## src/hdl/fptw_pkg.sv

```systemverilog
package fptw_pkg;

    localparam int VA_W    = 48;
    localparam int BASE_W  = 52;
    localparam int ENTRY_W = 64;
    localparam int ADDR_W  = 52;
    localparam int IDX_W   = 9;
    localparam int PAGE_OFS_W = 12;

    localparam int PHYS_ADDR_BITS_DEF = 52;
    localparam int QUEUE_DEPTH_DEF    = 2;

    localparam int CFG_INDEX_W = 2;
    localparam int CFG_DATA_W  = 1;

    localparam logic [CFG_INDEX_W-1:0] CFG_PAGING_ON   = 2'd0;
    localparam logic [CFG_INDEX_W-1:0] CFG_PAE_ON      = 2'd1;
    localparam logic [CFG_INDEX_W-1:0] CFG_PSE_ON      = 2'd2;
    localparam logic [CFG_INDEX_W-1:0] CFG_LONG_MODE_ON = 2'd3;

    localparam logic OP_START = 1'b0;
    localparam logic OP_ENTRY = 1'b1;

    localparam logic [1:0] ST_READ    = 2'd0;
    localparam logic [1:0] ST_DONE    = 2'd1;
    localparam logic [1:0] ST_ABSENT  = 2'd2;
    localparam logic [1:0] ST_REFUSED = 2'd3;

    localparam logic [1:0] SIZE_4K = 2'd0;
    localparam logic [1:0] SIZE_2M = 2'd1;
    localparam logic [1:0] SIZE_1G = 2'd2;

    localparam logic [1:0] LEVEL_PML4 = 2'd3;
    localparam logic [1:0] LEVEL_PDPT = 2'd2;
    localparam logic [1:0] LEVEL_PD   = 2'd1;
    localparam logic [1:0] LEVEL_PT   = 2'd0;

    localparam int PRESENT_BIT = 0;
    localparam int LARGE_BIT   = 7;

    localparam logic [1:0] KIND_START  = 2'd0;
    localparam logic [1:0] KIND_REFUSE = 2'd1;
    localparam logic [1:0] KIND_ENTRY  = 2'd2;

    typedef struct packed {
        logic [1:0]      kind;
        logic            present;
        logic            large_page;
        logic [VA_W-1:0] va;
    } qhead_t;

    localparam int QHEAD_W = $bits(qhead_t);

endpackage

```

## src/hdl/fptw_req_if.sv

```systemverilog
interface fptw_req_if;
    logic                             valid;
    logic                             ready;
    logic                             operation;
    logic [fptw_pkg::VA_W-1:0]        virtual_address;
    logic [fptw_pkg::BASE_W-1:0]      table_base;
    logic [fptw_pkg::ENTRY_W-1:0]     entry_value;

    modport source (output valid, operation, virtual_address, table_base, entry_value,
                    input ready);
    modport sink (input valid, operation, virtual_address, table_base, entry_value,
                  output ready);
endinterface

```

## src/hdl/fptw_rsp_if.sv

```systemverilog
interface fptw_rsp_if;
    logic                         valid;
    logic                         ready;
    logic [1:0]                   status;
    logic [fptw_pkg::ADDR_W-1:0]  address;
    logic [1:0]                   page_size;
    logic [1:0]                   fault_level;

    modport source (output valid, status, address, page_size, fault_level, input ready);
    modport sink (input valid, status, address, page_size, fault_level, output ready);
endinterface

```

## src/hdl/fptw_front.sv

```systemverilog
module fptw_front #(
    parameter int PHYS_ADDR_BITS = fptw_pkg::PHYS_ADDR_BITS_DEF
) (
    input  logic                              clk,
    input  logic                              rst_n,
    input  logic                              cfg_we,
    input  logic [fptw_pkg::CFG_INDEX_W-1:0]  cfg_index,
    input  logic [fptw_pkg::CFG_DATA_W-1:0]   cfg_data,
    fptw_req_if.sink                          req,
    input  logic                              q_full,
    output logic                              q_push,
    output fptw_pkg::qhead_t                  q_head,
    output logic [PHYS_ADDR_BITS-13:0]        q_page
);

    logic paging_on_reg;
    logic pae_on_reg;
    logic pse_on_reg;
    logic long_mode_on_reg;
    logic refuse;

    always_ff @(posedge clk or negedge rst_n)
    begin
        if (!rst_n)
        begin
            paging_on_reg    <= 1'b0;
            pae_on_reg       <= 1'b0;
            pse_on_reg       <= 1'b0;
            long_mode_on_reg <= 1'b0;
        end
        else if (cfg_we)
        begin
            case (cfg_index)
                fptw_pkg::CFG_PAGING_ON:    paging_on_reg    <= cfg_data[0];
                fptw_pkg::CFG_PAE_ON:       pae_on_reg       <= cfg_data[0];
                fptw_pkg::CFG_PSE_ON:       pse_on_reg       <= cfg_data[0];
                fptw_pkg::CFG_LONG_MODE_ON: long_mode_on_reg <= cfg_data[0];
                default: ;
            endcase
        end
    end

    assign refuse = (req.virtual_address == '0) || (req.table_base == '0) || !paging_on_reg
                    || (!pae_on_reg && pse_on_reg) || !long_mode_on_reg;

    assign req.ready = !q_full;
    assign q_push    = req.valid && !q_full;

    always_comb
    begin
        q_head.va         = req.virtual_address;
        q_head.present    = req.entry_value[fptw_pkg::PRESENT_BIT];
        q_head.large_page = req.entry_value[fptw_pkg::LARGE_BIT];
        if (req.operation == fptw_pkg::OP_ENTRY)
        begin
            q_head.kind = fptw_pkg::KIND_ENTRY;
            q_page      = req.entry_value[PHYS_ADDR_BITS-1:12];
        end
        else
        begin
            q_head.kind = refuse ? fptw_pkg::KIND_REFUSE : fptw_pkg::KIND_START;
            q_page      = req.table_base[PHYS_ADDR_BITS-1:12];
        end
    end

endmodule

```

## src/hdl/fptw_queue.sv

```systemverilog
module fptw_queue #(
    parameter int DEPTH = fptw_pkg::QUEUE_DEPTH_DEF,
    parameter int WIDTH = 8
) (
    input  logic             clk,
    input  logic             rst_n,
    input  logic             push,
    input  logic [WIDTH-1:0] push_data,
    output logic             full,
    input  logic             pop,
    output logic             valid,
    output logic [WIDTH-1:0] pop_data
);

    localparam int PTR_W = (DEPTH > 1) ? $clog2(DEPTH) : 1;
    localparam int CNT_W = $clog2(DEPTH + 1);

    logic [WIDTH-1:0] mem [DEPTH];
    logic [PTR_W-1:0] wr_ptr_reg;
    logic [PTR_W-1:0] rd_ptr_reg;
    logic [CNT_W-1:0] count_reg;
    logic             do_push;
    logic             do_pop;

    assign full     = (count_reg == CNT_W'(DEPTH));
    assign valid    = (count_reg != '0);
    assign do_push  = push && !full;
    assign do_pop   = pop && valid;
    assign pop_data = mem[rd_ptr_reg];

    always_ff @(posedge clk)
    begin
        if (do_push)
        begin
            mem[wr_ptr_reg] <= push_data;
        end
    end

    always_ff @(posedge clk or negedge rst_n)
    begin
        if (!rst_n)
        begin
            wr_ptr_reg <= '0;
            rd_ptr_reg <= '0;
            count_reg  <= '0;
        end
        else
        begin
            if (do_push)
            begin
                wr_ptr_reg <= (wr_ptr_reg == PTR_W'(DEPTH - 1)) ? '0 : wr_ptr_reg + 1'b1;
            end
            if (do_pop)
            begin
                rd_ptr_reg <= (rd_ptr_reg == PTR_W'(DEPTH - 1)) ? '0 : rd_ptr_reg + 1'b1;
            end
            if (do_push && !do_pop)
            begin
                count_reg <= count_reg + 1'b1;
            end
            else if (do_pop && !do_push)
            begin
                count_reg <= count_reg - 1'b1;
            end
        end
    end

endmodule

```

## src/hdl/fptw_back.sv

```systemverilog
module fptw_back #(
    parameter int PHYS_ADDR_BITS = fptw_pkg::PHYS_ADDR_BITS_DEF
) (
    input  logic                       clk,
    input  logic                       rst_n,
    input  logic                       q_valid,
    input  fptw_pkg::qhead_t           q_head,
    input  logic [PHYS_ADDR_BITS-13:0] q_page,
    output logic                       q_pop,
    fptw_rsp_if.source                 rsp
);

    localparam int PAGE_W = PHYS_ADDR_BITS - 12;

    logic                           walk_busy_reg;
    logic                           walk_busy_next;
    logic [1:0]                     walk_level_reg;
    logic [1:0]                     walk_level_next;
    logic [fptw_pkg::VA_W-1:0]      saved_va_reg;
    logic [fptw_pkg::VA_W-1:0]      saved_va_next;

    logic                           out_valid_reg;
    logic [1:0]                     out_status_reg;
    logic [fptw_pkg::ADDR_W-1:0]    out_address_reg;
    logic [1:0]                     out_size_reg;
    logic [1:0]                     out_level_reg;

    logic                           res_valid;
    logic [1:0]                     res_status;
    logic [PHYS_ADDR_BITS-1:0]      res_address;
    logic [1:0]                     res_size;
    logic [1:0]                     res_level;

    function automatic logic [fptw_pkg::IDX_W-1:0] entry_index(
        input logic [fptw_pkg::VA_W-1:0] va,
        input logic [1:0]                level
    );
        logic [fptw_pkg::IDX_W-1:0] idx;
        case (level)
            fptw_pkg::LEVEL_PML4: idx = va[47:39];
            fptw_pkg::LEVEL_PDPT: idx = va[38:30];
            fptw_pkg::LEVEL_PD:   idx = va[29:21];
            default:              idx = va[20:12];
        endcase
        return idx;
    endfunction

    assign q_pop = q_valid && (!out_valid_reg || rsp.ready);

    always_comb
    begin
        walk_busy_next  = walk_busy_reg;
        walk_level_next = walk_level_reg;
        saved_va_next   = saved_va_reg;
        res_valid       = 1'b0;
        res_status      = fptw_pkg::ST_READ;
        res_address     = '0;
        res_size        = fptw_pkg::SIZE_4K;
        res_level       = fptw_pkg::LEVEL_PT;
        case (q_head.kind)
            fptw_pkg::KIND_START:
            begin
                walk_busy_next  = 1'b1;
                walk_level_next = fptw_pkg::LEVEL_PML4;
                saved_va_next   = q_head.va;
                res_valid       = 1'b1;
                res_address     = {q_page, entry_index(q_head.va, fptw_pkg::LEVEL_PML4),
                                   3'b000};
                res_level       = fptw_pkg::LEVEL_PML4;
            end
            fptw_pkg::KIND_REFUSE:
            begin
                walk_busy_next  = 1'b0;
                walk_level_next = fptw_pkg::LEVEL_PT;
                res_valid       = 1'b1;
                res_status      = fptw_pkg::ST_REFUSED;
            end
            fptw_pkg::KIND_ENTRY:
            begin
                if (walk_busy_reg)
                begin
                    res_valid = 1'b1;
                    if (!q_head.present)
                    begin
                        walk_busy_next  = 1'b0;
                        walk_level_next = fptw_pkg::LEVEL_PT;
                        res_status      = fptw_pkg::ST_ABSENT;
                        res_level       = walk_level_reg;
                    end
                    else if (walk_level_reg == fptw_pkg::LEVEL_PDPT && q_head.large_page)
                    begin
                        walk_busy_next  = 1'b0;
                        walk_level_next = fptw_pkg::LEVEL_PT;
                        res_status      = fptw_pkg::ST_DONE;
                        res_size        = fptw_pkg::SIZE_1G;
                        res_address     = {q_page[PAGE_W-1:18], saved_va_reg[29:0]};
                    end
                    else if (walk_level_reg == fptw_pkg::LEVEL_PD && q_head.large_page)
                    begin
                        walk_busy_next  = 1'b0;
                        walk_level_next = fptw_pkg::LEVEL_PT;
                        res_status      = fptw_pkg::ST_DONE;
                        res_size        = fptw_pkg::SIZE_2M;
                        res_address     = {q_page[PAGE_W-1:9], saved_va_reg[20:0]};
                    end
                    else if (walk_level_reg == fptw_pkg::LEVEL_PT)
                    begin
                        walk_busy_next  = 1'b0;
                        res_status      = fptw_pkg::ST_DONE;
                        res_address     = {q_page, saved_va_reg[11:0]};
                    end
                    else
                    begin
                        walk_level_next = walk_level_reg - 1'b1;
                        res_address     = {q_page, entry_index(saved_va_reg,
                                           walk_level_reg - 1'b1), 3'b000};
                        res_level       = walk_level_reg - 1'b1;
                    end
                end
            end
            default: ;
        endcase
    end

    always_ff @(posedge clk or negedge rst_n)
    begin
        if (!rst_n)
        begin
            walk_busy_reg  <= 1'b0;
            walk_level_reg <= fptw_pkg::LEVEL_PT;
            saved_va_reg   <= '0;
            out_valid_reg  <= 1'b0;
        end
        else
        begin
            if (q_pop)
            begin
                walk_busy_reg  <= walk_busy_next;
                walk_level_reg <= walk_level_next;
                saved_va_reg   <= saved_va_next;
            end
            if (q_pop && res_valid)
            begin
                out_valid_reg <= 1'b1;
            end
            else if (rsp.ready)
            begin
                out_valid_reg <= 1'b0;
            end
        end
    end

    always_ff @(posedge clk)
    begin
        if (q_pop && res_valid)
        begin
            out_status_reg  <= res_status;
            out_address_reg <= fptw_pkg::ADDR_W'(res_address);
            out_size_reg    <= res_size;
            out_level_reg   <= res_level;
        end
    end

    assign rsp.valid       = out_valid_reg;
    assign rsp.status      = out_status_reg;
    assign rsp.address     = out_address_reg;
    assign rsp.page_size   = out_size_reg;
    assign rsp.fault_level = out_level_reg;

endmodule

```

## src/hdl/four_level_page_table_walker_top.sv

```systemverilog
// channel  dir  protocol     payload
// req      in   valid/ready  operation, virtual_address, table_base, entry_value
// rsp      out  valid/ready  status, address, page_size, fault_level
// cfg      in   write only   cfg_we, cfg_index, cfg_data
//
// one request per cycle in and one response per cycle out when rsp.ready stays high
// a response is registered: its request passes through the queue, then the output register
// a returned entry with no walk in progress is consumed and gives no response
// req.ready falls only when the front queue is full; rsp stalls back up through it
// rst_n clears the mode bits, the walk state and the queue at once; no clearing pass
module four_level_page_table_walker_top #(
    parameter int PHYS_ADDR_BITS = fptw_pkg::PHYS_ADDR_BITS_DEF,
    parameter int QUEUE_DEPTH    = fptw_pkg::QUEUE_DEPTH_DEF
) (
    input  logic                              clk,
    input  logic                              rst_n,
    input  logic                              cfg_we,
    input  logic [fptw_pkg::CFG_INDEX_W-1:0]  cfg_index,
    input  logic [fptw_pkg::CFG_DATA_W-1:0]   cfg_data,
    fptw_req_if.sink                          req,
    fptw_rsp_if.source                        rsp
);

    localparam int PAGE_W = PHYS_ADDR_BITS - 12;
    localparam int ITEM_W = fptw_pkg::QHEAD_W + PAGE_W;

    logic              q_push;
    logic              q_full;
    logic              q_pop;
    logic              q_valid;
    fptw_pkg::qhead_t  push_head;
    logic [PAGE_W-1:0] push_page;
    fptw_pkg::qhead_t  pop_head;
    logic [PAGE_W-1:0] pop_page;
    logic [ITEM_W-1:0] push_item;
    logic [ITEM_W-1:0] pop_item;

    fptw_front #(
        .PHYS_ADDR_BITS (PHYS_ADDR_BITS)
    ) u_front (
        .clk       (clk),
        .rst_n     (rst_n),
        .cfg_we    (cfg_we),
        .cfg_index (cfg_index),
        .cfg_data  (cfg_data),
        .req       (req),
        .q_full    (q_full),
        .q_push    (q_push),
        .q_head    (push_head),
        .q_page    (push_page)
    );

    assign push_item = {push_head, push_page};

    fptw_queue #(
        .DEPTH (QUEUE_DEPTH),
        .WIDTH (ITEM_W)
    ) u_queue (
        .clk       (clk),
        .rst_n     (rst_n),
        .push      (q_push),
        .push_data (push_item),
        .full      (q_full),
        .pop       (q_pop),
        .valid     (q_valid),
        .pop_data  (pop_item)
    );

    assign pop_head = pop_item[ITEM_W-1:PAGE_W];
    assign pop_page = pop_item[PAGE_W-1:0];

    fptw_back #(
        .PHYS_ADDR_BITS (PHYS_ADDR_BITS)
    ) u_back (
        .clk     (clk),
        .rst_n   (rst_n),
        .q_valid (q_valid),
        .q_head  (pop_head),
        .q_page  (pop_page),
        .q_pop   (q_pop),
        .rsp     (rsp)
    );

endmodule
```

## src/flat_wrapper.sv

```systemverilog
// flat-port wrapper written by rule: the top's interface ports become plain ports
module four_level_page_table_walker_top_flat 
#(
    parameter int PHYS_ADDR_BITS = fptw_pkg::PHYS_ADDR_BITS_DEF,
    parameter int QUEUE_DEPTH    = fptw_pkg::QUEUE_DEPTH_DEF
)
  (clk, rst_n, cfg_we, cfg_index, cfg_data, req_valid, req_operation, req_virtual_address, req_table_base, req_entry_value, req_ready, rsp_valid, rsp_status, rsp_address, rsp_page_size, rsp_fault_level, rsp_ready);
  fptw_req_if req_i ();
  fptw_rsp_if rsp_i ();
  input  logic clk;
  input  logic rst_n;
  input  logic cfg_we;
  input  logic [fptw_pkg::CFG_INDEX_W-1:0] cfg_index;
  input  logic [fptw_pkg::CFG_DATA_W-1:0] cfg_data;
  input wire logic [$bits(req_i.valid)-1:0] req_valid;
  input wire logic [$bits(req_i.operation)-1:0] req_operation;
  input wire logic [$bits(req_i.virtual_address)-1:0] req_virtual_address;
  input wire logic [$bits(req_i.table_base)-1:0] req_table_base;
  input wire logic [$bits(req_i.entry_value)-1:0] req_entry_value;
  output wire logic [$bits(req_i.ready)-1:0] req_ready;
  output wire logic [$bits(rsp_i.valid)-1:0] rsp_valid;
  output wire logic [$bits(rsp_i.status)-1:0] rsp_status;
  output wire logic [$bits(rsp_i.address)-1:0] rsp_address;
  output wire logic [$bits(rsp_i.page_size)-1:0] rsp_page_size;
  output wire logic [$bits(rsp_i.fault_level)-1:0] rsp_fault_level;
  input wire logic [$bits(rsp_i.ready)-1:0] rsp_ready;
  assign req_i.valid = req_valid;
  assign req_i.operation = req_operation;
  assign req_i.virtual_address = req_virtual_address;
  assign req_i.table_base = req_table_base;
  assign req_i.entry_value = req_entry_value;
  assign req_ready = req_i.ready;
  assign rsp_valid = rsp_i.valid;
  assign rsp_status = rsp_i.status;
  assign rsp_address = rsp_i.address;
  assign rsp_page_size = rsp_i.page_size;
  assign rsp_fault_level = rsp_i.fault_level;
  assign rsp_i.ready = rsp_ready;
  four_level_page_table_walker_top #(.PHYS_ADDR_BITS(PHYS_ADDR_BITS), .QUEUE_DEPTH(QUEUE_DEPTH)) u_core (.clk(clk), .rst_n(rst_n), .cfg_we(cfg_we), .cfg_index(cfg_index), .cfg_data(cfg_data), .req(req_i), .rsp(rsp_i));
endmodule
```

## config.mk

```make
export PLATFORM = sky130hd
export DESIGN_NAME = four_level_page_table_walker_top_flat
export DESIGN_NICKNAME = d
export VERILOG_FILES = /design/src/hdl/fptw_pkg.sv /design/src/hdl/fptw_req_if.sv /design/src/hdl/fptw_rsp_if.sv /design/src/hdl/fptw_front.sv /design/src/hdl/fptw_queue.sv /design/src/hdl/fptw_back.sv /design/src/hdl/four_level_page_table_walker_top.sv /design/src/flat_wrapper.sv
export SDC_FILE = /design/constraint.sdc
export NUM_CORES = 1
export LEC_CHECK = 0
export BUFFER_PORTS_ARGS = -buffer_cell sky130_fd_sc_hd__buf_4
export CAP_MARGIN = 20
export CORE_MARGIN = 4
export CORE_UTILIZATION = 45
export CTS_BUF_LIST = sky130_fd_sc_hd__clkbuf_16
export CTS_CLUSTER_SIZE = 16
export DETAILED_ROUTE_END_ITERATION = 10
export MAX_ROUTING_LAYER = met4
export PLACE_DENSITY_LB_ADDON = 0.3
export RECOVER_POWER = 25
export SYNTH_ARGS = -nofsm -noshare
export SYNTH_HDL_FRONTEND = slang
export SYNTH_SLANG_ARGS = --single-unit
```

## constraint.sdc

```tcl
create_clock -name clk -period 12.1 [get_ports clk]
set_input_delay 0.605 -clock clk [delete_from_list [all_inputs] [get_ports clk]]
set_output_delay 0.605 -clock clk [all_outputs]
set_load 0.02 [all_outputs]
```

# Word-level counts from Yosys, hierarchy flattened
# Memory sizes are Yosys's and may differ from the RTL's.
# Index checks and enable logic that the tools add are counted.
[word_totals]
register_bits = 118
mem_bits_rw = 184
in_bits = 173
output_inout_bits = 60
wordCells = 125
mem_count = 1
[classes]
addsub = 5
n_eq_ne = 13
muxes = 46
bitwise_logic = 3
n_reduce_logical = 41
[memory_table]
columns = ["name", "depth", "width", "read_ports", "rd_clocked_by_memory_dff", "write_ports", "line", "source"]
rows = [
  ["u_core.u_queue.mem", 2, 92, 1, 0, 1, "fptw_queue.sv:18", "logic [WIDTH-1:0] mem [DEPTH];"],
]
[ops]
columns = ["operator", "n"]
rows = [
  ["$mux W52", 2],
  ["$pmux W52 S2", 1],
  ["$logic_not A52 Y1", 1],
  ["$logic_not A48 Y1", 1],
  ["$mux W40", 1],
  ["$mux W2", 16],
  ["$mux W30", 1],
  ["$pmux W9 S3", 1],
  ["$mux W21", 1],
  ["$mux W1", 17],
  ["$eq A2 B2 Y1 const B", 7],
  ["$mux W12", 1],
  ["$reduce_and A2 Y1", 6],
  ["$logic_and A1 B1 Y1", 10],
  ["$eq A2 B1 Y1 const B", 4],
  ["$pmux W2 S2", 2],
  ["$logic_not A1 Y1", 7],
  ["$logic_not A2 Y1", 3],
  ["$pmux W2 S3", 1],
  ["$reduce_bool A2 Y1", 3],
  ["$logic_or A1 B1 Y1", 5],
  ["$ne A5 B5 Y1 const B", 1],
  ["$reduce_and A4 Y1", 1],
  ["$reduce_or A4 Y1", 1],
  ["other kinds (10)", 14],
]

# Logic depth before layout (Yosys ltp)
# Gate-level depths: netlist of run 1.
[logic_depth]
depth_word = 9
mapped_depth = 11
ltp_nobuf = 8

# Hierarchy
# Synthesis of run 1 repeated with hierarchy kept, for this count alone.
[hier_totals]
cells_unflattened = 779
hier_area_um2 = 13162.6
[modules_own_cells]
columns = ["module", "instances", "cells_each", "area_per_inst_um2", "seq_area_each_um2"]
rows = [
  ["fptw_queue", 1, 305, 7118.1, 5625.4],
  ["fptw_back", 1, 325, 4763.3, 3042.9],
  ["fptw_front", 1, 149, 1281.2, 100.1],
]

# Worst setup path after synthesis of run 1
# OpenSTA, ideal clock, no wires.
[synth_path]
path_type = "flip-flop to flip-flop"
startpoint = "register u_core.u_queue.rd_ptr_reg"
endpoint = "register u_core.u_back.out_address_reg (netlist bit u_core.u_back.rsp.address[0]), enable pin"
t_arrival_ps = 4755
required_ps = 11606
slack_ps = 6851
path_stages_with_launch = 7
path_buffers = 2
period_less_slack_ps = 5249
path_cell_list = "dfrtp_1 -> buf_2 -> mux2_2 -> clkbuf_1 -> ha_1 -> or3_1 -> a21oi_1"
[synth_via]
elab_chain_cells = 5
[synth_rtl]
columns = ["element", "line", "source"]
rows = [
  ["start, declared", "fptw_queue.sv:20", "logic [PTR_W-1:0] rd_ptr_reg;"],
  ["start signal, assigned", "fptw_queue.sv:55", "rd_ptr_reg <= (rd_ptr_reg == PTR_W'(DEPTH - 1)) ? '0 : rd_ptr_reg + 1'b1;"],
  ["$mem_v2 Z2 W92 (*)", "-", ""],
  ["$eq A2 B1 Y1 or $logic_not A2 Y1 (tied branches)", "fptw_back.sv:60", "case (q_head.kind)"],
  ["$reduce_or A2 Y1 (no line)", "-", ""],
  ["$pmux W1 S2 (*)", "fptw_back.sv:60", ""],
  ["$logic_and A1 B1 Y1 (*)", "fptw_back.sv:155", "if (q_pop && res_valid)"],
  ["end signal, assigned", "fptw_back.sv:158", "out_address_reg <= fptw_pkg::ADDR_W'(res_address);"],
  ["end, declared", "fptw_back.sv:24", "logic [fptw_pkg::ADDR_W-1:0] out_address_reg;"],
]
# Every way passes the cells marked *; elsewhere a longest branch is shown, timed or not.
# A chain may end at the register's enable or synchronous reset.

==> flow_summary.yaml, run 1 <==
worst_setup_path:
  critical_path_class: "in -> async"
  cp.required_ps: 11440
  critical_path_buf_inv_count: 1
  cp_max_fo: 60
  path_cells: "clkbuf_1"
  cp_top_family: "buffers and inverters"
  cp-end-kind: "asynchronous set/reset pin"
  slowest_delay_ps: 2460
  critPathSlowestCell: "clkbuf_1"
  crit_start: "rst_n"
  reg2reg_from: "u_core.u_queue.rd_ptr_reg$_DFFE_PN0P_"
  crit_path_start_kind: "input port"
  critPathArrivalTime_ps: 3080
final_layout:
  layout.nets: 1186
  drive_gt1_share_pct: 30.34
  final_common_cell: "edfxtp_1"
  area_growth_syn_to_layout_pct: 22.28
  mostFrequentLayoutCells: "edfxtp_1 (242), buf_4 (164), mux2_2 (83)"
  largest_register_ffs: 184
  stdcell_count: 1371
logic_synthesis:
  synth_seq_area_share_pct: 71.44
  syn-num-nets: 973
  synth-async-reset-ratio_pct: 19.87
  syn_area_per_cell_um2: 15.57
  yosys_warnings: 0
  synth-edff-count: 242
  syn_inst: 788
  ys_types: 44
  synth.ff_latch_count: 302
  syn_area_mm2: 0.01227
  ys.flop_type: "edfxtp_1"
global_routing:
  grt_max_degree: 88
  first_global_vias: 7684
  antenna_found_initial: 5
  grt_usage_pct: 19.32
  grt-ovfl-total: 0
  grt_pass1_wl_um: 44100
route:
  final_antenna_net_count: 0
  wl_um: 28730
  drc: 0
  drt_iter0_drc: 753
  wl_per_cell_um: 20.96
  first_pass_iters: 5
  vias_per_cell: 5.371
  vias: 7363
sta:
  fin_setup_tns_ps: 0
  drv_slew: 105
  final.period_utilization_pct: 30.96
  hold_slack_ps: 279.7
  grt_setup_unrepaired: "false"
  worst_slew_pin_slew_ps: 3565
  fin_skew_ps: 9.554
  period_needed_ps: 3746
  setup_viol: 0
  setup_ws_ps: 8354
  relSlewSlack_pct: -137.7
  max_freq_mhz: 267.0
  hold_viol: 0
pwr:
  p_leak_nw: 5.757
  seqPwrFrac_pct: 44.4
  power_density_mw_per_mm2: 250.5
  ir_drop_v: 0.0001274
  switching_share_pct: 33.39
  internal_power_mw: 2.504
  pwr-share-comb_pct: 31.4
  power_mw: 3.759
  clkPwrFrac_pct: 24.3
  p_sw_mw: 1.255
die:
  die_h_um: 173.1
  die_x_um: 173.1
  core_mm2: 0.02688
  io_pins: 233
  num_rows: 60
  initial_utilization_pct: 45.67
  dieArea_mm2: 0.02998
hold_path:
  min_from: "req_entry_value[7]"
  min_path_type: "in -> reg"
placement:
  hpwl_um: 19330
  pre_cts_slack_ps: 8411
  io_buffers: 210
  dp_cells: 1309
  routabilityCongestion: 0.8322
cts:
  cts_tree: "yes"
  root_buffer: "clkbuf_16"
  hold_buffers: 0
  post_cts_buffers: 0
  clk_latency_ps: 550
  clockBufferDepth: 3
  htreeDepth: 1
  clk_pin_slew_ps: 60
  cts_sinks: 302
  cts_buffers: 30
  cts.repair.resized: 0
flow_run:
  cap_violations: 2
run_status:
  violations: "capacitance limit, slew limit"
  status: "finished with violations"
-- worst paths after layout --
path | slack (ps) | end | depth (start not counted)
min in group asynchronous | 1270 | u_core.u_queue.rd_ptr_reg$_DFFE_PN0P_ | 1
max | 8350 | u_core.u_queue.rd_ptr_reg$_DFFE_PN0P_ | 1
max in group clk | 8440 | u_core.u_back.rsp.address[46]$_DFFE_PP_ | 6
min | 280 | u_core.u_queue.mem[1][88]$_DFFE_PP_ | 1
min reg2reg | 470 | u_core.u_back.saved_va_reg[0]$_DFFE_PN0P_ | 2
max reg2reg | 8440 | u_core.u_back.rsp.address[46]$_DFFE_PP_ | 6
-- kinds of logic (layout without fill, tap and decap cells) --
group | count (synthesis) | count (layout) | synth area share, %
muxes | 148 | 148 | 13.06
DFF | 302 | 302 | 71.44
buffers and inverters | 44 | 281 | 1.621
and+or+nand+nor | 179 | 179 | 6.943
other | 0 | 5 | 0
adders and majority gates | 12 | 12 | 1.223
xor gates and xnor gates | 5 | 5 | 0.3569
AOI/OAI and AO/OA | 98 | 98 | 5.352
-- power groups by stage --
stage                     Combinational [mW]  Sequential (mW)  Clock (mW)
after floorplan                        0.669             1.77           0
after CTS                               1.20             1.67       0.931
after detailed placement                1.19             1.69           0
after global routing                    1.29             1.70       0.980
after global placement                  1.17             1.68           0
final                                   1.18             1.67       0.912
-- layout make-up --
class	instances	area, µm²
Tap cell	341	426.7
Inverter	7	26.28
Clock inverter	24	183.9
Antenna cell	5	12.51
Sequential cell	302	8772
Multi-Input combinational cell	442	3336
Timing Repair Buffer	218	1449
Fill cell	2198	11870
Clock buffer	32	800.8
-- stage by stage --
step	utilization [%]	area [µm²]
final	55.84	15010
after global routing	55.84	15010
after CTS	56.46	15170
after detailed placement	52.80	14190
after global placement	52.80	14190
after floorplan	-	12270
-- synthesized netlist by cell type, drive strengths merged (2+ instances only) --
cell type,instances,area share (%)
a222oi,18,1.5
nand4,5,0.25
a22oi,18,1.1
edfxtp,242,59
and3,4,0.20
clkbuf,19,0.58
buf,18,0.83
ha,12,1.2
nor4,26,1.3
nand3,4,0.27
mux2,84,7.7
xor2,3,0.21
a21oi,5,0.23
nor3b,2,0.21
o21ai,51,2.1
nand2,59,1.8
mux2i,64,5.3
nor3,4,0.35
xnor2,2,0.14
inv,7,0.21
nor2b,2,0.10
nor2,68,2.1
o21bai,2,0.18
dfrtp,60,12
-- layer usage --
metal,vias up,part of all wire [%],global-route usage (%)
li1,3462,-,-
met1,3631,42,25.63
met2,224,50,31.06
met3,46,6.0,3.564
met4,0,2.4,5.188
met5,-,0,-
(Power assumes the default switching activity.)
==> inputs of run 2 (changes only) <==
--- a/config.mk
+++ b/config.mk
@@ -5,6 +5,7 @@
 export SDC_FILE = /design/constraint.sdc
 export NUM_CORES = 1
 export LEC_CHECK = 0
+export ABC_AREA = 1
 export BUFFER_PORTS_ARGS = -buffer_cell sky130_fd_sc_hd__buf_4
 export CAP_MARGIN = 20
 export CORE_MARGIN = 4
==> constraint.sdc (replaced) <==
create_clock -name clk -period 3.2 [get_ports clk]
set_input_delay 0.16 -clock clk [delete_from_list [all_inputs] [get_ports clk]]
set_output_delay 0.16 -clock clk [all_outputs]
set_load 0.02 [all_outputs]
==> run 2 against run 1 <==
The flow still finishes with violations (capacitance limit, slew limit). Critical path depth increased by 8. Count of clock-buffer cells in the layout decreased by 1. Synthesized cell count increased by 48%. Combinational power increased to 4.7 times the previous value. Clock power increased to 3.7 times the previous value. Highest routed layer unchanged. Die area increased by 2.6%. First-iteration DRC count increased by 3.3%.
==> flow_summary.yaml, run 2 <==
final_layout:
  nFillCells: 2279
  mostFrequentLayoutCells: "nand2_1 (400), edfxtp_1 (242), nor2_1 (187)"
  layout.nets: 1707
  drive_gt1_share_pct: 16.36
  final_area_mm2: 0.01688
  largest_register_ffs: 184
  area_growth_syn_to_layout_pct: 33.93
  stdcell_count: 1926
  final_common_cell: "nand2_1"
logic_synthesis:
  synth-async-reset-ratio_pct: 19.87
  synth_area_leaders: "edfxtp_1 (58%), dfrtp_1 (12%), nand2_1 (12%), nor2_1 (5.7%), o31ai_1 (2.3%)"
  synth_seq_area_share_pct: 69.55
  syn_inst: 1167
  syn-num-nets: 1352
  synth_top_area_share_pct: 57.64
  synthMostInstantiatedCell: "nand2_1"
  ys.flop_type: "edfxtp_1"
  synth.ff_latch_count: 302
  yosys_warnings: 0
  synth-edff-count: 242
  syn_area_mm2: 0.01261
  synth.largest_area_cell: "edfxtp_1"
  syn_area_per_cell_um2: 10.80
  ys_types: 33
  synth_common_cells: "nand2_1 (400), edfxtp_1 (242), nor2_1 (190), dfrtp_1 (60), a21oi_1 (53)"
cts:
  cts_sinks: 302
  post_cts_buffers: 0
  root_buffer: "clkbuf_16"
  clockBufferDepth: 3
  htreeDepth: 1
  clk_latency_ps: 550
  cts_buffers: 30
  cts_tree: "yes"
  clk_pin_slew_ps: 60
global_routing:
  first_global_vias: 9844
  grt_usage_pct: 21.55
  grt-ovfl-total: 0
  antenna_found_initial: 1
  grt_pass1_wl_um: 51280
  grt_max_degree: 87
route:
  wl_um: 32480
  drc: 0
  final_antenna_net_count: 0
  first_pass_iters: 7
  drt_iter0_drc: 778
  vias_per_cell: 4.996
  vias: 9623
  wl_per_cell_um: 16.86
sta:
  max_freq_mhz: 375.4
  worst_slew_pin_slew_ps: 1636
  drv_slew: 61
  setup_viol: 0
  hold_slack_ps: 37.10
  fin_setup_tns_ps: 0
  fin_skew_ps: 9.305
  hold_viol: 0
  period_needed_ps: 2664
  relSlewSlack_pct: -9.042
  final.period_utilization_pct: 83.24
  grt_setup_unrepaired: "false"
worst_setup_path:
  cp.required_ps: 3490
  critPathArrivalTime_ps: 2950
  critPathMostFrequentCell: "nor2_1"
  slowest_delay_ps: 770
  critical_path_class: "reg -> reg"
  cp_max_fo: 86
  path_cells: "inv_2 -> buf_4 -> nand2_1 -> nand2_2 -> inv_1 -> nand3_1 -> nor2_1 -> nor2_1 -> a21oi_1"
  cp_top_family: "buffers and inverters"
  critPathSlowestCell: "buf_4"
  critical_path_buf_inv_count: 3
  cp-end-kind: "flip-flop"
  crit_path_start_kind: "flip-flop"
placement:
  hpwl_um: 21410
  dp_cells: 1732
  placed_area_mm2: 0.01473
  routabilityCongestion: 0.8928
  io_buffers: 210
run_status:
  violations: "capacitance limit, slew limit"
  status: "finished with violations"
die:
  io_pins: 233
  die_x_um: 175.4
  core_mm2: 0.02771
  num_rows: 61
  dieArea_mm2: 0.03076
  initial_utilization_pct: 45.50
  die_h_um: 175.4
pwr:
  pwr-share-comb_pct: 35.7
  seqPwrFrac_pct: 42.0
  ir_drop_v: 0.0005516
  p_sw_mw: 5.645
  switching_share_pct: 36.71
  power_density_mw_per_mm2: 910.7
  p_leak_nw: 6.911
  clkPwrFrac_pct: 22.3
  internal_power_mw: 9.732
flow_run:
  cap_violations: 1
hold_path:
  min_path_type: "in -> reg"
run 2: changes by cell type after synthesis, moves of 6 or more:
cell      before  now
buf_2          9   20
inv_1          7   31
mux2i_1       63    5
a22oi_1       18    1
nor4_1        26    0
o21ai_0       49   29
mux2_2        83    0
inv_2          0    6
a222oi_1      18    0
a21oi_1        4   53
nor2_1        67  190
nand2_1       59  400
o31ai_1        0   39
nand3_1        3   22
run 2: tightest hold or removal path, cell delays in order:
cell and delay, ps:
buf_4 80, nand2_1 40, o21ai_0 150
run 2: metrics by stage:
| stage | utilization, % | setup WS, ps | power, mW |
|---|---|---|---|
| after floorplan | - | -413.2 | 9.672 |
| after global routing | 60.94 | 263.5 | 16.25 |
| after CTS | 61.53 | 202.5 | 15.45 |
| after detailed placement | 53.16 | 224.3 | 11.85 |
| final | 60.94 | 536.3 | 15.38 |
| after global placement | 53.16 | 280.1 | 11.70 |
run 2: layout make-up:
class | count | area, µm² | share of cell area, %
Timing Repair Buffer | 370 | 3017 | 17.87
Antenna cell | 2 | 5.005 | 0.02964
Tap cell | 378 | 473.0 | 2.801
Clock inverter | 25 | 190.2 | 1.126
Sequential cell | 302 | 8772 | 51.95
Clock buffer | 31 | 775.7 | 4.594
Inverter | 37 | 138.9 | 0.8225
Multi-Input combinational cell | 781 | 3513 | 20.81
run 2: kinds of logic (layout without fill, tap and decap cells):
family                   count (synthesis)  after routing  share of synthesized area (%)
multiplexers                             5              5                         0.3970
flip-flops                             302            302                          69.55
AO/OA/AOI/OAI                          131            131                          6.312
adder cells (fa/ha/maj)                 12             12                          1.191
other                                    0              2                              0
AND/OR/NAND/NOR                        630            630                          19.52
buffers and inverters                   84            463                          2.819
XOR/XNOR                                 3              3                         0.2085
run 2: routing by layer:
metal | GRT usage (%) | part of all wire [%] | vias up
met1 | 27.24 | 41 | 4591
li1 | - | - | 4649
met2 | 35.92 | 50 | 300
met3 | 2.712 | 5.2 | 83
met5 | - | 0 | -
met4 | 8.183 | 3.7 | 0
run 2: worst paths after layout:
kind	start	to	slack (ps)	cells past startpoint
worst max-delay path	u_core.u_queue.rd_ptr_reg$_DFFE_PN0P_	u_core.u_back.rsp.address[9]$_DFFE_PP_	540	9
worst min-delay path	req_entry_value[40]	u_core.u_queue.mem[1][28]$_DFFE_PP_	40	3
worst max register to register	u_core.u_queue.rd_ptr_reg$_DFFE_PN0P_	u_core.u_back.rsp.address[9]$_DFFE_PP_	540	9
worst min register to register	u_core.u_back.saved_va_reg[44]$_DFFE_PN0P_	u_core.u_back.saved_va_reg[44]$_DFFE_PN0P_	480	2
max in group asynchronous	rst_n	u_core.u_queue.rd_ptr_reg$_DFFE_PN0P_	1430	2
min in group asynchronous	rst_n	u_core.u_back.saved_va_reg[8]$_DFFE_PN0P_	550	2
run 2: repair_timing:
| item | in CTS | in global routing |
|---|---|---|
| hold endpoints to repair | 243 | 0 |
| resized for setup | 0 | 0 |
| hold buffers | 135 | 0 |
run 2: power groups by stage:
stage / registers (mW) / logic (mW) / clock network, mW
6_report: 6.46 / 5.49 / 3.42
5_1_grt: 6.58 / 6.04 / 3.64
4_1_cts: 6.47 / 5.49 / 3.48
3_5_place_dp: 6.54 / 5.32 / 0
3_3_place_gp: 6.52 / 5.18 / 0
2_1_floorplan: 6.85 / 2.82 / 0
==> inputs of run 3 (changes only) <==
==> constraint.sdc (replaced) <==
create_clock -name clk -period 2.4 [get_ports clk]
set_input_delay 0.12 -clock clk [delete_from_list [all_inputs] [get_ports clk]]
set_output_delay 0.12 -clock clk [all_outputs]
set_load 0.02 [all_outputs]
==> run 3 against run 2 <==
The flow still finishes with violations (capacitance limit, slew limit). Total power increased by 35%. Utilization up 0.17 points. Clock power increased by 41%. Clock skew is 4.3 ps higher. First-iteration DRC count down 10%. Setup slack worse by 360 ps. Sequential power increased by 33%. Sequential share of layout area decreased by 0.14 points. Final area increased by 0.27%. Critical endpoint is now u_core.u_back.rsp.address[34]$_DFFE_PP_. Largest power group unchanged.
==> flow_summary.yaml, run 3 (synthesized netlist as in run 2, its figures left out) <==
worst_setup_path:
  cp.required_ps: 2610
  path_cells: "inv_2 -> or2_4 -> o21ai_4 -> inv_2 -> ha_4 -> nand2_4 -> inv_2 -> nor2_4 -> nor2_4 -> buf_12"
  critPathArrivalTime_ps: 2440
  reg2reg_depth: 10
  cp-end-kind: "flip-flop"
  critPathMostFrequentCell: "inv_2"
  slowest_delay_ps: 530
  crit_path_start_kind: "flip-flop"
  critPathSlowestCell: "dfrtp_4"
  critical_path_class: "reg -> reg"
  cp_max_fo: 48
sta:
  fin_setup_tns_ps: 0
  period_needed_ps: 2227
  setup_viol: 0
  worst_slew_pin_slew_ps: 1574
  relSlewSlack_pct: -4.957
  grt_setup_unrepaired: "false"
  drv_slew: 61
  hold_viol: 0
  final.period_utilization_pct: 92.79
  fin_skew_ps: 13.60
  max_freq_mhz: 449.1
route:
  final_antenna_net_count: 0
  vias: 9527
  wl_um: 31560
  drc: 0
  vias_per_cell: 4.978
  first_pass_iters: 5
  wl_per_cell_um: 16.49
  drt_iter0_drc: 699
die:
  initial_utilization_pct: 45.50
  dieArea_mm2: 0.03076
  io_pins: 233
  core_mm2: 0.02771
  die_x_um: 175.4
  num_rows: 61
  die_h_um: 175.4
placement:
  hpwl_um: 20480
  routabilityCongestion: 0.8945
  io_buffers: 210
  placed_area_mm2: 0.01471
hold_path:
  whs_path_depth: 5
  min_path_type: "in -> reg"
pwr:
  power_mw: 20.72
  p_leak_nw: 6.895
  power_density_mw_per_mm2: 1224
  ir_drop_v: 0.0005614
cts:
  root_buffer: "clkbuf_16"
  htreeDepth: 1
  cts_sinks: 302
  cts_tree: "yes"
  cts_buffers: 29
  clk_latency_ps: 540
  clk_pin_slew_ps: 60
  clockBufferDepth: 3
final_layout:
  largest_register_ffs: 184
  n_antenna_cell: 0
  layout.nets: 1699
  final_area_mm2: 0.01693
  area_growth_syn_to_layout_pct: 34.30
  postLayoutCoreUtil_pct: 61.11
  mostFrequentLayoutCells: "nand2_1 (396), edfxtp_1 (242), nor2_1 (185)"
  final_common_cell: "nand2_1"
  drive_gt1_share_pct: 16.73
run_status:
  violations: "capacitance limit, slew limit"
  status: "finished with violations"
flow_run:
  cap_violations: 1
global_routing:
  grt_max_degree: 94
  antenna_found_initial: 0
  grt_usage_pct: 20.68
  grt-ovfl-total: 0
  grt_pass1_wl_um: 49450
  first_global_vias: 9314
[run 3: changes by cell type in the layout (fill, tap and decap cells not counted), sizes merged]
cell,delta
bufinv,+4
buf,-10
clkbuf,-2
diode,-2
inv,-2
clkinv,-3
dlygate4sd3,+3
[run 3: path summary, 6_finish.rpt]
| check | start | to | slack [ps] |
|---|---|---|---|
| setup / recovery | u_core.u_queue.rd_ptr_reg$_DFFE_PN0P_ | u_core.u_back.rsp.address[34]$_DFFE_PP_ | 170 |
| hold / removal | req_valid | u_core.u_queue.wr_ptr_reg$_DFFE_PN0P_ | 9 |
| setup reg to reg | u_core.u_queue.rd_ptr_reg$_DFFE_PN0P_ | u_core.u_back.rsp.address[34]$_DFFE_PP_ | 170 |
| hold reg to reg | u_core.u_back.saved_va_reg[46]$_DFFE_PN0P_ | u_core.u_back.saved_va_reg[46]$_DFFE_PN0P_ | 490 |
| max in group asynchronous | rst_n | u_core.u_queue.rd_ptr_reg$_DFFE_PN0P_ | 740 |
| min in group asynchronous | rst_n | u_core.u_back.saved_va_reg[8]$_DFFE_PN0P_ | 520 |
[run 3: routing by layer]
metal	vias to the layer above	GRT usage [%]	wire length, µm
li1	4624	-	-
met1	4541	27.83	13300
met2	315	34.08	15660
met3	47	2.561	1923
met4	0	4.910	665
met5	-	-	0
[run 3: cell type report]
cell class | instances | area (µm²)
inverter | 37 | 138.9
multi-input combinational | 781 | 3587
clock buffer | 29 | 725.7
clock inverter | 24 | 294.0
tap | 378 | 473.0
sequential | 302 | 8772
timing repair buffer | 363 | 2940
fill | 2226 | 10770
[run 3: power breakdown]
part           internal [mW]  leakage, nW  switching [mW]  total, mW
clock network           2.94        0.510            1.89       4.83
logic                   2.46         3.37            4.82       7.28
registers               7.81         3.02           0.795       8.61
[run 3: metrics by stage]
step | hold WS, ps | setup slack (ps) | std cells
detailed placement | 261.6 | 91.62 | 1723
finish | 8.531 | 173.2 | 1914
CTS | 0.7461 | 64.83 | 1914
global route | 36.43 | 31.78 | 1914
global placement | 270.5 | 171.1 | 1723
floorplan | -175.6 | -150.8 | 1167
[run 3: repair_timing]
item                                    in CTS  in global routing
endpoints found under the hold margin      247                  0
gates resized for setup                      0                  2
hold buffers                               138                  0
buffers inserted                             0                  0
endpoints found under the setup margin       0                 34
[run 3: critical path, delay by kind of cell (launching register included)]
family	cells	cell delay, ps
AOI/OAI and AO/OA	1	90
adders and majority gates	1	160
buffers and inverters	4	680
DFF	1	530
and+or+nand+nor	4	400
